### src/design/ebfd_pkg.sv
// Shared types and constants for the escaped byte frame decoder.
// Used by the front, queue, back, top level, checker and bench files; no dependencies.
`timescale 1ns / 1ps

package ebfd_pkg;

   // Frame format
   localparam int MAX_PAYLOAD = 8;
   localparam int HDR_BYTES   = 4;
   localparam int MAX_LEN     = HDR_BYTES + MAX_PAYLOAD;
   localparam int CNT_W       = 4;
   localparam int LEN_W       = 4;
   localparam int HDR_W       = 32;
   localparam int PAY_W       = 64;
   localparam int RSP_W       = 104;

   // Special line bytes
   localparam logic [7:0] START_BYTE = 8'hFF;
   localparam logic [7:0] ESC_BYTE   = 8'hFE;
   localparam logic [7:0] ESC_FD     = 8'hFD;

   // Decoded symbol kinds passed from front to back
   typedef enum logic [1:0] {
      TOK_START = 2'd0,
      TOK_DATA  = 2'd1,
      TOK_ABORT = 2'd2
   } tok_kind_type;

   typedef struct packed {
      tok_kind_type kind;
      logic [7:0]   data;
   } token_type;

endpackage

### src/design/ebfd_front.sv
// Front end: takes raw bytes, resolves escapes and classifies them into tokens.
// Depends on ebfd_pkg.
`timescale 1ns / 1ps

module ebfd_front (
   input  logic                 clock,
   input  logic                 reset,
   input  logic                 req_tvalid,
   input  logic [7:0]           req_tdata,
   input  logic                 space_avail,
   output logic                 push,
   output ebfd_pkg::token_type  push_token
);

   logic escape_ff;
   logic escape_in;
   logic emit;
   logic accept;

   assign accept = req_tvalid && space_avail;

   // Classify one raw byte
   always_comb begin
      escape_in        = escape_ff;
      emit             = 1'b1;
      push_token.kind  = ebfd_pkg::TOK_DATA;
      push_token.data  = req_tdata;
      if (req_tdata == ebfd_pkg::START_BYTE) begin
         push_token.kind = ebfd_pkg::TOK_START;
         escape_in       = 1'b0;
      end else if (escape_ff) begin
         escape_in = 1'b0;
         if (req_tdata == ebfd_pkg::ESC_BYTE) begin
            push_token.data = ebfd_pkg::START_BYTE;
         end else if (req_tdata == ebfd_pkg::ESC_FD) begin
            push_token.data = ebfd_pkg::ESC_BYTE;
         end else begin
            push_token.kind = ebfd_pkg::TOK_ABORT;
         end
      end else if (req_tdata == ebfd_pkg::ESC_BYTE) begin
         escape_in = 1'b1;
         emit      = 1'b0;
      end
   end

   assign push = accept && emit;

   always_ff @(posedge clock) begin
      if (reset) begin
         escape_ff <= 1'b0;
      end else if (accept) begin
         escape_ff <= escape_in;
      end
   end

endmodule

### src/design/ebfd_queue.sv
// Two-entry token queue between the front and back ends.
// Depends on ebfd_pkg.
`timescale 1ns / 1ps

module ebfd_queue (
   input  logic                 clock,
   input  logic                 reset,
   input  logic                 push,
   input  ebfd_pkg::token_type  push_token,
   output logic                 not_full,
   input  logic                 pop,
   output logic                 not_empty,
   output ebfd_pkg::token_type  pop_token
);

   ebfd_pkg::token_type entry_ff [2];
   logic       wr_ptr_ff;
   logic       rd_ptr_ff;
   logic [1:0] count_ff;
   logic       do_push;
   logic       do_pop;

   assign not_full  = (count_ff != 2'd2);
   assign not_empty = (count_ff != 2'd0);
   assign do_push   = push && not_full;
   assign do_pop    = pop && not_empty;
   assign pop_token = entry_ff[rd_ptr_ff];

   // Entry storage
   always_ff @(posedge clock) begin
      if (do_push) begin
         entry_ff[wr_ptr_ff] <= push_token;
      end
   end

   // Pointers and fill count
   always_ff @(posedge clock) begin
      if (reset) begin
         wr_ptr_ff <= 1'b0;
         rd_ptr_ff <= 1'b0;
         count_ff  <= 2'd0;
      end else begin
         if (do_push) begin
            wr_ptr_ff <= ~wr_ptr_ff;
         end
         if (do_pop) begin
            rd_ptr_ff <= ~rd_ptr_ff;
         end
         if (do_push && !do_pop) begin
            count_ff <= count_ff + 2'd1;
         end else if (do_pop && !do_push) begin
            count_ff <= count_ff - 2'd1;
         end
      end
   end

endmodule

### src/design/ebfd_back.sv
// Back end: assembles frames from decoded tokens and holds the result register.
// Depends on ebfd_pkg.
`timescale 1ns / 1ps

module ebfd_back (
   input  logic                          clock,
   input  logic                          reset,
   input  logic                          tok_valid,
   input  ebfd_pkg::token_type           tok,
   output logic                          tok_pop,
   output logic                          rsp_tvalid,
   input  logic                          rsp_tready,
   output logic [ebfd_pkg::RSP_W-1:0]    rsp_tdata
);

   logic                          in_frame_ff,  in_frame_in;
   logic [ebfd_pkg::CNT_W-1:0]    count_ff,     count_in;
   logic [ebfd_pkg::LEN_W-1:0]    length_ff,    length_in;
   logic [ebfd_pkg::HDR_W-1:0]    header_ff,    header_in;
   logic [7:0]                    store_ff [ebfd_pkg::MAX_PAYLOAD];
   logic [7:0]                    store_in [ebfd_pkg::MAX_PAYLOAD];
   logic                          out_valid_ff, out_valid_in;
   logic [ebfd_pkg::HDR_W-1:0]    out_header_ff;
   logic [ebfd_pkg::LEN_W-1:0]    out_len_ff;
   logic [ebfd_pkg::PAY_W-1:0]    out_pay_ff;
   logic [ebfd_pkg::PAY_W-1:0]    pay_vec;
   logic                          take;
   logic                          emit;

   // Pull a token whenever the result register is free or being drained
   assign tok_pop = !out_valid_ff || rsp_tready;
   assign take    = tok_pop && tok_valid;

   // Frame assembly
   always_comb begin
      in_frame_in = in_frame_ff;
      count_in    = count_ff;
      length_in   = length_ff;
      header_in   = header_ff;
      store_in    = store_ff;
      emit        = 1'b0;
      case (tok.kind)
         ebfd_pkg::TOK_START: begin
            in_frame_in = 1'b1;
            count_in    = '0;
            length_in   = '0;
            header_in   = '0;
            for (int i = 0; i < ebfd_pkg::MAX_PAYLOAD; i++) begin
               store_in[i] = 8'h00;
            end
         end
         ebfd_pkg::TOK_ABORT: begin
            in_frame_in = 1'b0;
         end
         ebfd_pkg::TOK_DATA: begin
            if (in_frame_ff) begin
               if (count_ff == '0) begin
                  // Length byte
                  if (tok.data < 8'(ebfd_pkg::HDR_BYTES) ||
                      tok.data > 8'(ebfd_pkg::MAX_LEN)) begin
                     in_frame_in = 1'b0;
                  end else begin
                     length_in = tok.data[ebfd_pkg::LEN_W-1:0];
                     count_in  = ebfd_pkg::CNT_W'(1);
                  end
               end else begin
                  for (int i = 0; i < ebfd_pkg::HDR_BYTES; i++) begin
                     if (count_ff == ebfd_pkg::CNT_W'(i + 1)) begin
                        header_in[8*i +: 8] = tok.data;
                     end
                  end
                  for (int i = 0; i < ebfd_pkg::MAX_PAYLOAD; i++) begin
                     if (count_ff == ebfd_pkg::CNT_W'(ebfd_pkg::HDR_BYTES + 1 + i)) begin
                        store_in[i] = tok.data;
                     end
                  end
                  count_in = count_ff + ebfd_pkg::CNT_W'(1);
                  if (count_ff == length_ff) begin
                     emit        = 1'b1;
                     in_frame_in = 1'b0;
                  end
               end
            end
         end
         default: begin
            in_frame_in = in_frame_ff;
         end
      endcase
   end

   // Payload lanes, first byte lowest, unused lanes zero
   always_comb begin
      pay_vec = '0;
      for (int i = 0; i < ebfd_pkg::MAX_PAYLOAD; i++) begin
         pay_vec[8*i +: 8] = store_in[i];
      end
   end

   assign out_valid_in = (take && emit) || (out_valid_ff && !rsp_tready);

   // Frame state and result register
   always_ff @(posedge clock) begin
      if (reset) begin
         in_frame_ff  <= 1'b0;
         count_ff     <= '0;
         out_valid_ff <= 1'b0;
      end else begin
         out_valid_ff <= out_valid_in;
         if (take) begin
            in_frame_ff <= in_frame_in;
            count_ff    <= count_in;
         end
      end
   end

   always_ff @(posedge clock) begin
      if (take) begin
         length_ff <= length_in;
         header_ff <= header_in;
         store_ff  <= store_in;
      end
      if (take && emit) begin
         out_header_ff <= header_in;
         out_len_ff    <= length_ff - ebfd_pkg::LEN_W'(ebfd_pkg::HDR_BYTES);
         out_pay_ff    <= pay_vec;
      end
   end

   assign rsp_tvalid = out_valid_ff;
   assign rsp_tdata  = {4'h0, out_pay_ff, out_len_ff, out_header_ff};

endmodule

### src/design/escaped_byte_frame_decoder.sv
// Top level of the escaped byte frame decoder: front end, token queue, back end.
// Depends on ebfd_pkg, ebfd_front, ebfd_queue and ebfd_back.
//
//   channel   dir   width  contents (lowest bit first)
//   req_      in    8      rx_byte
//   rsp_      out   104    header_word[31:0], payload_len[35:32],
//                          payload_bytes[99:36], zero[103:100]
//
// One raw byte is taken per cycle while the queue has space; the front end resolves
// escapes in the accepting cycle and the back end assembles the frame one token per
// cycle while the result register is free or draining. Tokens pass through the queue,
// and the last token of a frame loads the result register, which raises rsp_tvalid.
// The result register and the two-entry queue absorb a stalled rsp_ side;
// req_tready drops only when the queue is full. Synchronous reset, no clearing pass.
`timescale 1ns / 1ps

module escaped_byte_frame_decoder (
   input  logic                       clock,
   input  logic                       reset,
   input  logic                       req_tvalid,
   output logic                       req_tready,
   input  logic [7:0]                 req_tdata,   // rx_byte[7:0]
   output logic                       rsp_tvalid,
   input  logic                       rsp_tready,
   output logic [ebfd_pkg::RSP_W-1:0] rsp_tdata    // header_word, payload_len, payload_bytes, pad
);

   ebfd_pkg::token_type push_token;
   ebfd_pkg::token_type pop_token;
   logic                push;
   logic                not_full;
   logic                not_empty;
   logic                pop;

   assign req_tready = not_full;

   ebfd_front u_front (
      .clock       (clock),
      .reset       (reset),
      .req_tvalid  (req_tvalid),
      .req_tdata   (req_tdata),
      .space_avail (not_full),
      .push        (push),
      .push_token  (push_token)
   );

   ebfd_queue u_queue (
      .clock      (clock),
      .reset      (reset),
      .push       (push),
      .push_token (push_token),
      .not_full   (not_full),
      .pop        (pop),
      .not_empty  (not_empty),
      .pop_token  (pop_token)
   );

   ebfd_back u_back (
      .clock      (clock),
      .reset      (reset),
      .tok_valid  (not_empty),
      .tok        (pop_token),
      .tok_pop    (pop),
      .rsp_tvalid (rsp_tvalid),
      .rsp_tready (rsp_tready),
      .rsp_tdata  (rsp_tdata)
   );

endmodule

### config.mk
export PLATFORM = sky130hd
export DESIGN_NAME = escaped_byte_frame_decoder
export DESIGN_NICKNAME = d
export VERILOG_FILES = /design/src/design/ebfd_pkg.sv /design/src/design/ebfd_front.sv /design/src/design/ebfd_queue.sv /design/src/design/ebfd_back.sv /design/src/design/escaped_byte_frame_decoder.sv
export SDC_FILE = /design/constraint.sdc
export NUM_CORES = 1
export LEC_CHECK = 0
export BUFFER_PORTS_ARGS = -buffer_cell sky130_fd_sc_hd__buf_4
export CAP_MARGIN = 10
export CORE_AREA = 4 4 139 207
export CTS_CLUSTER_SIZE = 24
export DETAILED_ROUTE_END_ITERATION = 8
export DIE_AREA = 0 0 143 211
export HOLD_SLACK_MARGIN = 0.02
export SYNTH_ARGS = -nofsm -noshare
export SYNTH_HDL_FRONTEND = slang
export SYNTH_HIERARCHICAL = 1
export SYNTH_SLANG_ARGS = --single-unit
### constraint.sdc
create_clock -name clock -period 4.87 [get_ports clock]
set_clock_uncertainty 0.15 [all_clocks]
set_input_delay 0.487 -clock clock [delete_from_list [all_inputs] [get_ports clock]]
set_output_delay 0.487 -clock clock [all_outputs]
set_load 0.05 [all_outputs]
Yosys cells after proc, flatten, opt, wreduce, memory -nomap -nowiden:

Memory sizes are Yosys's and may differ from the RTL's. A register that Yosys moved wholly into a read port is not among the register bits.
Index checks and enable logic that the tools add are counted.
W data, S select, Z words.

* bits in registers: 211
* latch bits: 0
* memory bits (writable): 20
* memory bits (read-only): 0
* output and inout bits: 106
* word-level logic and storage cells: 130
* memories: 1

* add/subtract/negate cells: 4
* multipliers: 0
* div/mod/pow operators: 0
* $lt $le $gt $ge: 2
* equal/unequal tests: 23
* shift operators: 0
* mux-type cells: 54
* bitwise gates (word level): 2
* reductions and logical operators: 24

Memory list
* u_queue.entry_ff: depth 2, width 10, read ports 1, clocked after Yosys merged registers in 1, wr ports 1, RTL line ebfd_queue.sv:16 `ebfd_pkg::token_type entry_ff [2];`

Operators with widths (number)
* $mux W64: 2
* $pmux W64 S2: 1
* $mux W8: 15
* $mux W32: 2
* $pmux W32 S2: 1
* $eq A8 B8 Y1 const B: 3
* $mux W4: 6
* $eq A4 B4 Y1 const B: 5
* $mux W1: 18
* $eq A4 B3 Y1 const B: 4
* $pmux W4 S2: 2
* $mux W10: 1
* $mux W2: 5
* $eq A4 B2 Y1 const B: 2
* $gt A8 B4 Y1 const B: 1
* $logic_and A1 B1 Y1: 8
* $lt A8 B3 Y1 const B: 1
* $reduce_bool A2 Y1: 3
* $reduce_and A5 Y1: 1
* $add A4 B1 Y4 const B: 1
* $eq A4 B1 Y1 const B: 1
* $eq A4 B4 Y1: 1
* $logic_not A1 Y1: 4
* $logic_not A4 Y1: 1
* 15 further kinds: 20

Logic depth before layout (Yosys ltp):

* depth after elaboration: 10
* mapped depth: 8

Cells and area by module:

Netlist, hierarchy kept.

By module, submodules not included
* ebfd_back: times used 1, cells each 513, area each 8211.6 µm², sequential area each 6125.9 µm²
* ebfd_queue: times used 1, cells each 55, area each 940.9 µm², sequential area each 700.7 µm²
* ebfd_front: times used 1, cells each 25, area each 155.1 µm², sequential area each 20.0 µm²

Worst setup path before layout:

No wires, ideal clock.

* kind: register to register
* from: register (tool-made name)
* to: register u_back/out_header_ff[0] in the netlist's numbering (enable)
* arrival: 3.726 ns
* required time: 4.267 ns
* slack: 0.541 ns
* stages on the path, launching flop included: 8
* buffers on the path: 2
* clock period less this slack: 4.329 ns
* cell sequence: dfxtp_1 buf_2 mux2_2 and2b_4 buf_6 nand2_2 or4_1 inv_1

RTL lines
* end signal: assignment: RTL line ebfd_back.sv:123 `out_header_ff <= header_in;`
* end: declaration: RTL line ebfd_back.sv:23 `logic [ebfd_pkg::HDR_W-1:0] out_header_ff;`

==> summary.txt <==
Outcome
  • Result of the run: complete, no violations

Worst setup path
  • Sequence of cells on the critical path: mux2_2 > buf_4 > and2b_4 > nand2_2 > or4_1 > inv_4 > buf_12
  • Logic depth of the worst register-to-register path: 7
  • Critical path required time: 4.86 ns
  • Critical path capture point type: register
  • Arr. time, crit path: 3.59 ns
  • Max stage delay cell, worst path: or4_1
  • Path type of the worst setup path: reg -> reg
  • Register-to-register setup slack: 1.27 ns
  • Crit-path max cell delay: 0.61 ns
  • Startpoint kind of the worst setup timing path: register
  • Endpoint of the most critical register-to-register path: u_back/out_pay_ff[45]$_DFFE_PP_
  • Biggest fanout along the worst timing path: 88

Clock network
  • Number of sinks driven by the clock tree: 232
  • Clock root buffer: clkbuf_16
  • H-tree levels: 1
  • Max Root-Sink Buffers: 3
  • Number of CTS-inserted buffers: 22
  • TritonCTS clock tree: done
  • Quantity of hold-fixing buffers added after cts: 0
  • Worst skew pair latency: 0.50 ns
  • Number of instances resized during post-cts repair: 0
  • Clock-pin slew on the worst setup and hold paths: 0.07 ns
  • Setup fix buffers added after clock tree synthesis: 0

STA
  • Period utilisation layout: 73.9%
  • Setup repair after global routing missed its margin: no
  • Max-slew violation count: 0
  • Smallest setup slack after layout: 1.27 ns
  • Final Hold Fails: 0
  • Slew at the pin with the worst max-slew slack: 0.998 ns
  • Fmax: 278 MHz
  • Number of setup violations in the final report: 0
  • Post-layout minimum cycle time: 3.60 ns
  • Total negative slack for setup checks: 0 ns
  • Max-slew headroom: 33.5%

Pwr
  • Leakage Power: 4.09 nW
  • Share of power burned in combinational logic: 21.2%
  • Sequential share of power: 50.6%
  • Total power divided by cell area: 566 nW/um^2
  • Peak VDD IR: 250 uV
  • Internal power contribution: 4.55 mW
  • Power dissipated by switching net loads: 1.79 mW
  • Proportion of power drawn by the clock network: 28.2%
  • Fraction of power spent switching nets: 28.3%

Synth
  • Summed instance area of the synthesized netlist: 9310 um^2
  • Cell count after synthesis: 593
  • Leading register cell type out of synthesis: edfxtp_1
  • Top cell type's share of synthesized area: 71.0%
  • Fraction of the yosys area taken by sequential cells: 73.6%
  • Yosys cell types: 57
  • FFs w/ async S/R, synth: 0%
  • Mean cell area of the mapped netlist: 15.7 um^2
  • Main area contributors after synthesis: edfxtp_1 (71%), a22o_1 (5.3%), a22oi_1 (3.2%)
  • Number of flops mapped to enable cells by yosys: 220
  • Number of warnings printed during yosys synthesis: 6
  • Number of flip-flops and latches in the synthesized netlist: 232
  • Leading area contributor after synthesis: edfxtp_1

Cells and area
  • Number of nets in the layout: 712
  • Storage element area: 6850 um^2
  • Multi-input gate area: 2220 um^2
  • ANT cells: 0
  • Final core utilization: 41.2%
  • Layout Cells excl Fill: 1053
  • Share of cells above drive strength 1: 25.7%
  • Total of fill cells in the finished design: 2441
  • Area grow syn2layout: 20.2%

Floorplanning
  • Die X: 143 um
  • Number of placement rows: 74
  • Area enclosed by the die boundary: 30200 um^2
  • Initial Utilization: 34.3%
  • Die Span Y: 211 um
  • I/O pin total: 118
  • Core Box Area: 27100 um^2

Routing
  • Met3 routed wirelength: 1150 um
  • Routed WL per cell: 19.8 um
  • Total detailed-routing wirelength: 20900 um
  • DR vias/cell: 5.17
  • Highest metal layer with signal wires: met4
  • Post-route ant nets: 0
  • Wl on met1: 8500 um
  • Number of vias after detailed routing: 5440
  • Routed wl met2: 10800 um
  • DR iter-0 viols: 545
  • # DRC: 0
  • Pre-antenna DRT Iters: 5

Job
  • Number of violations of the max-capacitance limit: 0

Placement
  • Worst setup slack before clock tree synthesis: 1.26 ns
  • Placed cells: 1013
  • Number of buffer cells added on primary ports: 113
  • DP HPWL: 13200 um
  • Routability congestion estimate from global placement: 0.772

Min path
  • Cell depth of the worst hold path: 1
  • Hold Path Sink: u_queue/entry_ff[0][3]$_DFFE_PP_
  • Class of the tightest hold or removal check: in -> reg
  • Worst hold start: req_tdata[3]

GRT
  • Global-route wire length before repair: 31500 um
  • Number of antenna violations at the first check in global routing: 0
  • Tot GR Track Use: 13.3%
  • Total global routing overflow: 0
  • Largest net degree at the start of global routing: 89
  • Via count of the first global-routing pass: 5348
power by group through the flow:
stage	sequential (mW)	clock, mW	combinational [mW]
CTS	3.21	1.83	1.36
detailed placement	3.25	0	1.34
global route	3.25	1.91	1.47
global placement	3.23	0	1.32
finish	3.21	1.79	1.34
floorplan	3.20	0	0.952
how the worst max path moves through the flow:
stage | from | to | depth (start not counted)
6_report | register | u_back/out_pay_ff[45]$_DFFE_PP_ | 7
5_1_grt | register | u_back/out_pay_ff[45]$_DFFE_PP_ | 7
4_1_cts | register | u_back/out_pay_ff[22]$_DFFE_PP_ | 7
3_5_place_dp | register | u_back/out_pay_ff[24]$_DFFE_PP_ | 7
3_3_place_gp | register | u_back/out_pay_ff[24]$_DFFE_PP_ | 7
2_1_floorplan | register | u_back/out_header_ff[0]$_DFFE_PP_ | 7
cell type report:
type / instances / share of cell area, %
Inverter: 8 / 0.302
Tap cell: 342 / 3.82
Sequential cell: 232 / 61.2
Clock inverter: 9 / 1.23
Multi-Input combinational cell: 313 / 19.8
Clock buffer: 31 / 5.59
Timing Repair Buffer: 118 / 8.03
Yosys cell counts (3+ instances only):
cell type	n
nand3_1	3
nand4b_4	5
a21o_1	5
or2_1	3
nor2_1	12
nand4_1	6
a22o_1	56
nand2_1	46
o21ai_1	9
ha_1	5
nand2b_1	5
or4_1	3
a22oi_1	40
buf_4	4
o21ai_0	35
and3_1	6
xor2_1	3
a21oi_1	11
and2_1	5
clkbuf_1	24
mux2_2	11
buf_2	9
buf_6	4
nor2_2	3
edfxtp_1	220
inv_1	8
nand4b_1	4
xnor2_1	5
dfxtp_1	12
stage by stage:
stage	total power [mW]	hold slack (ns)	instance area, um^2
2_1_floorplan	4.16	0.299	9320
3_3_place_gp	4.54	0.316	10400
3_5_place_dp	4.58	0.316	10400
4_1_cts	6.39	0.0202	11200
5_1_grt	6.64	0.0266	11200
6_report	6.34	0.0399	11200
metal layers:
metal | global-route usage, % | up-vias
met4 | 3.90 | 0
li1 | - | 2530
met1 | 17.3 | 2706
met3 | 1.74 | 38
met2 | 23.4 | 166
met5 | 0 | -
cells in the final DEF (no fill, tap or decap), drive strengths merged, types with 3 or more instances in the layout:
| cell type | instances |
|---|---|
| nand4 | 6 |
| clkbuf | 31 |
| clkinv | 5 |
| nand4b | 9 |
| buf | 118 |
| or4 | 4 |
| and2 | 5 |
| o21ai | 44 |
| a21oi | 11 |
| nand2b | 5 |
| xor2 | 3 |
| a21o | 5 |
| edfxtp | 220 |
| and3 | 6 |
| mux2 | 11 |
| dfxtp | 12 |
| or2 | 4 |
| a22oi | 40 |
| xnor2 | 5 |
| ha | 5 |
| inv | 7 |
| nand2 | 47 |
| nand3 | 3 |
| conb | 4 |
| bufinv | 3 |
| nor2 | 17 |
| a22o | 56 |
logic make-up after synthesis:
kind of cell | share of synthesized area (%)
compound gates | 12.9
xor+xnor | 0.753
fa+ha+maj | 0.672
buf+inv | 2.72
flops | 73.6
mux | 1.33
other cells | 0.0403
simple gates | 8.08
registers in the layout (all words and copies together) (netlist names), named ones only:
| register | flops |
|---|---|
| u_queue/entry_ff | 20 |
| u_back/header_ff | 32 |
| u_queue/wr_ptr_ff | 1 |
| u_back/out_pay_ff | 64 |
| u_back/count_ff | 4 |
| u_back/rsp_tvalid | 1 |
| u_back/out_header_ff | 32 |
| u_back/store_ff | 64 |
| u_queue/count_ff | 2 |
| u_queue/rd_ptr_ff | 1 |
| u_back/out_len_ff | 4 |
| u_back/length_ff | 4 |
| u_back/in_frame_ff | 1 |
| u_front/escape_ff | 1 |
worst max-delay path: cells and delay by family, from the launching register on:
family        cells  cell delay [ns]
buf+inv           3             0.93
flops             1             0.58
mux               1             0.38
simple gates      3             1.11
No activity file was read; power rests on OpenSTA's default activity.
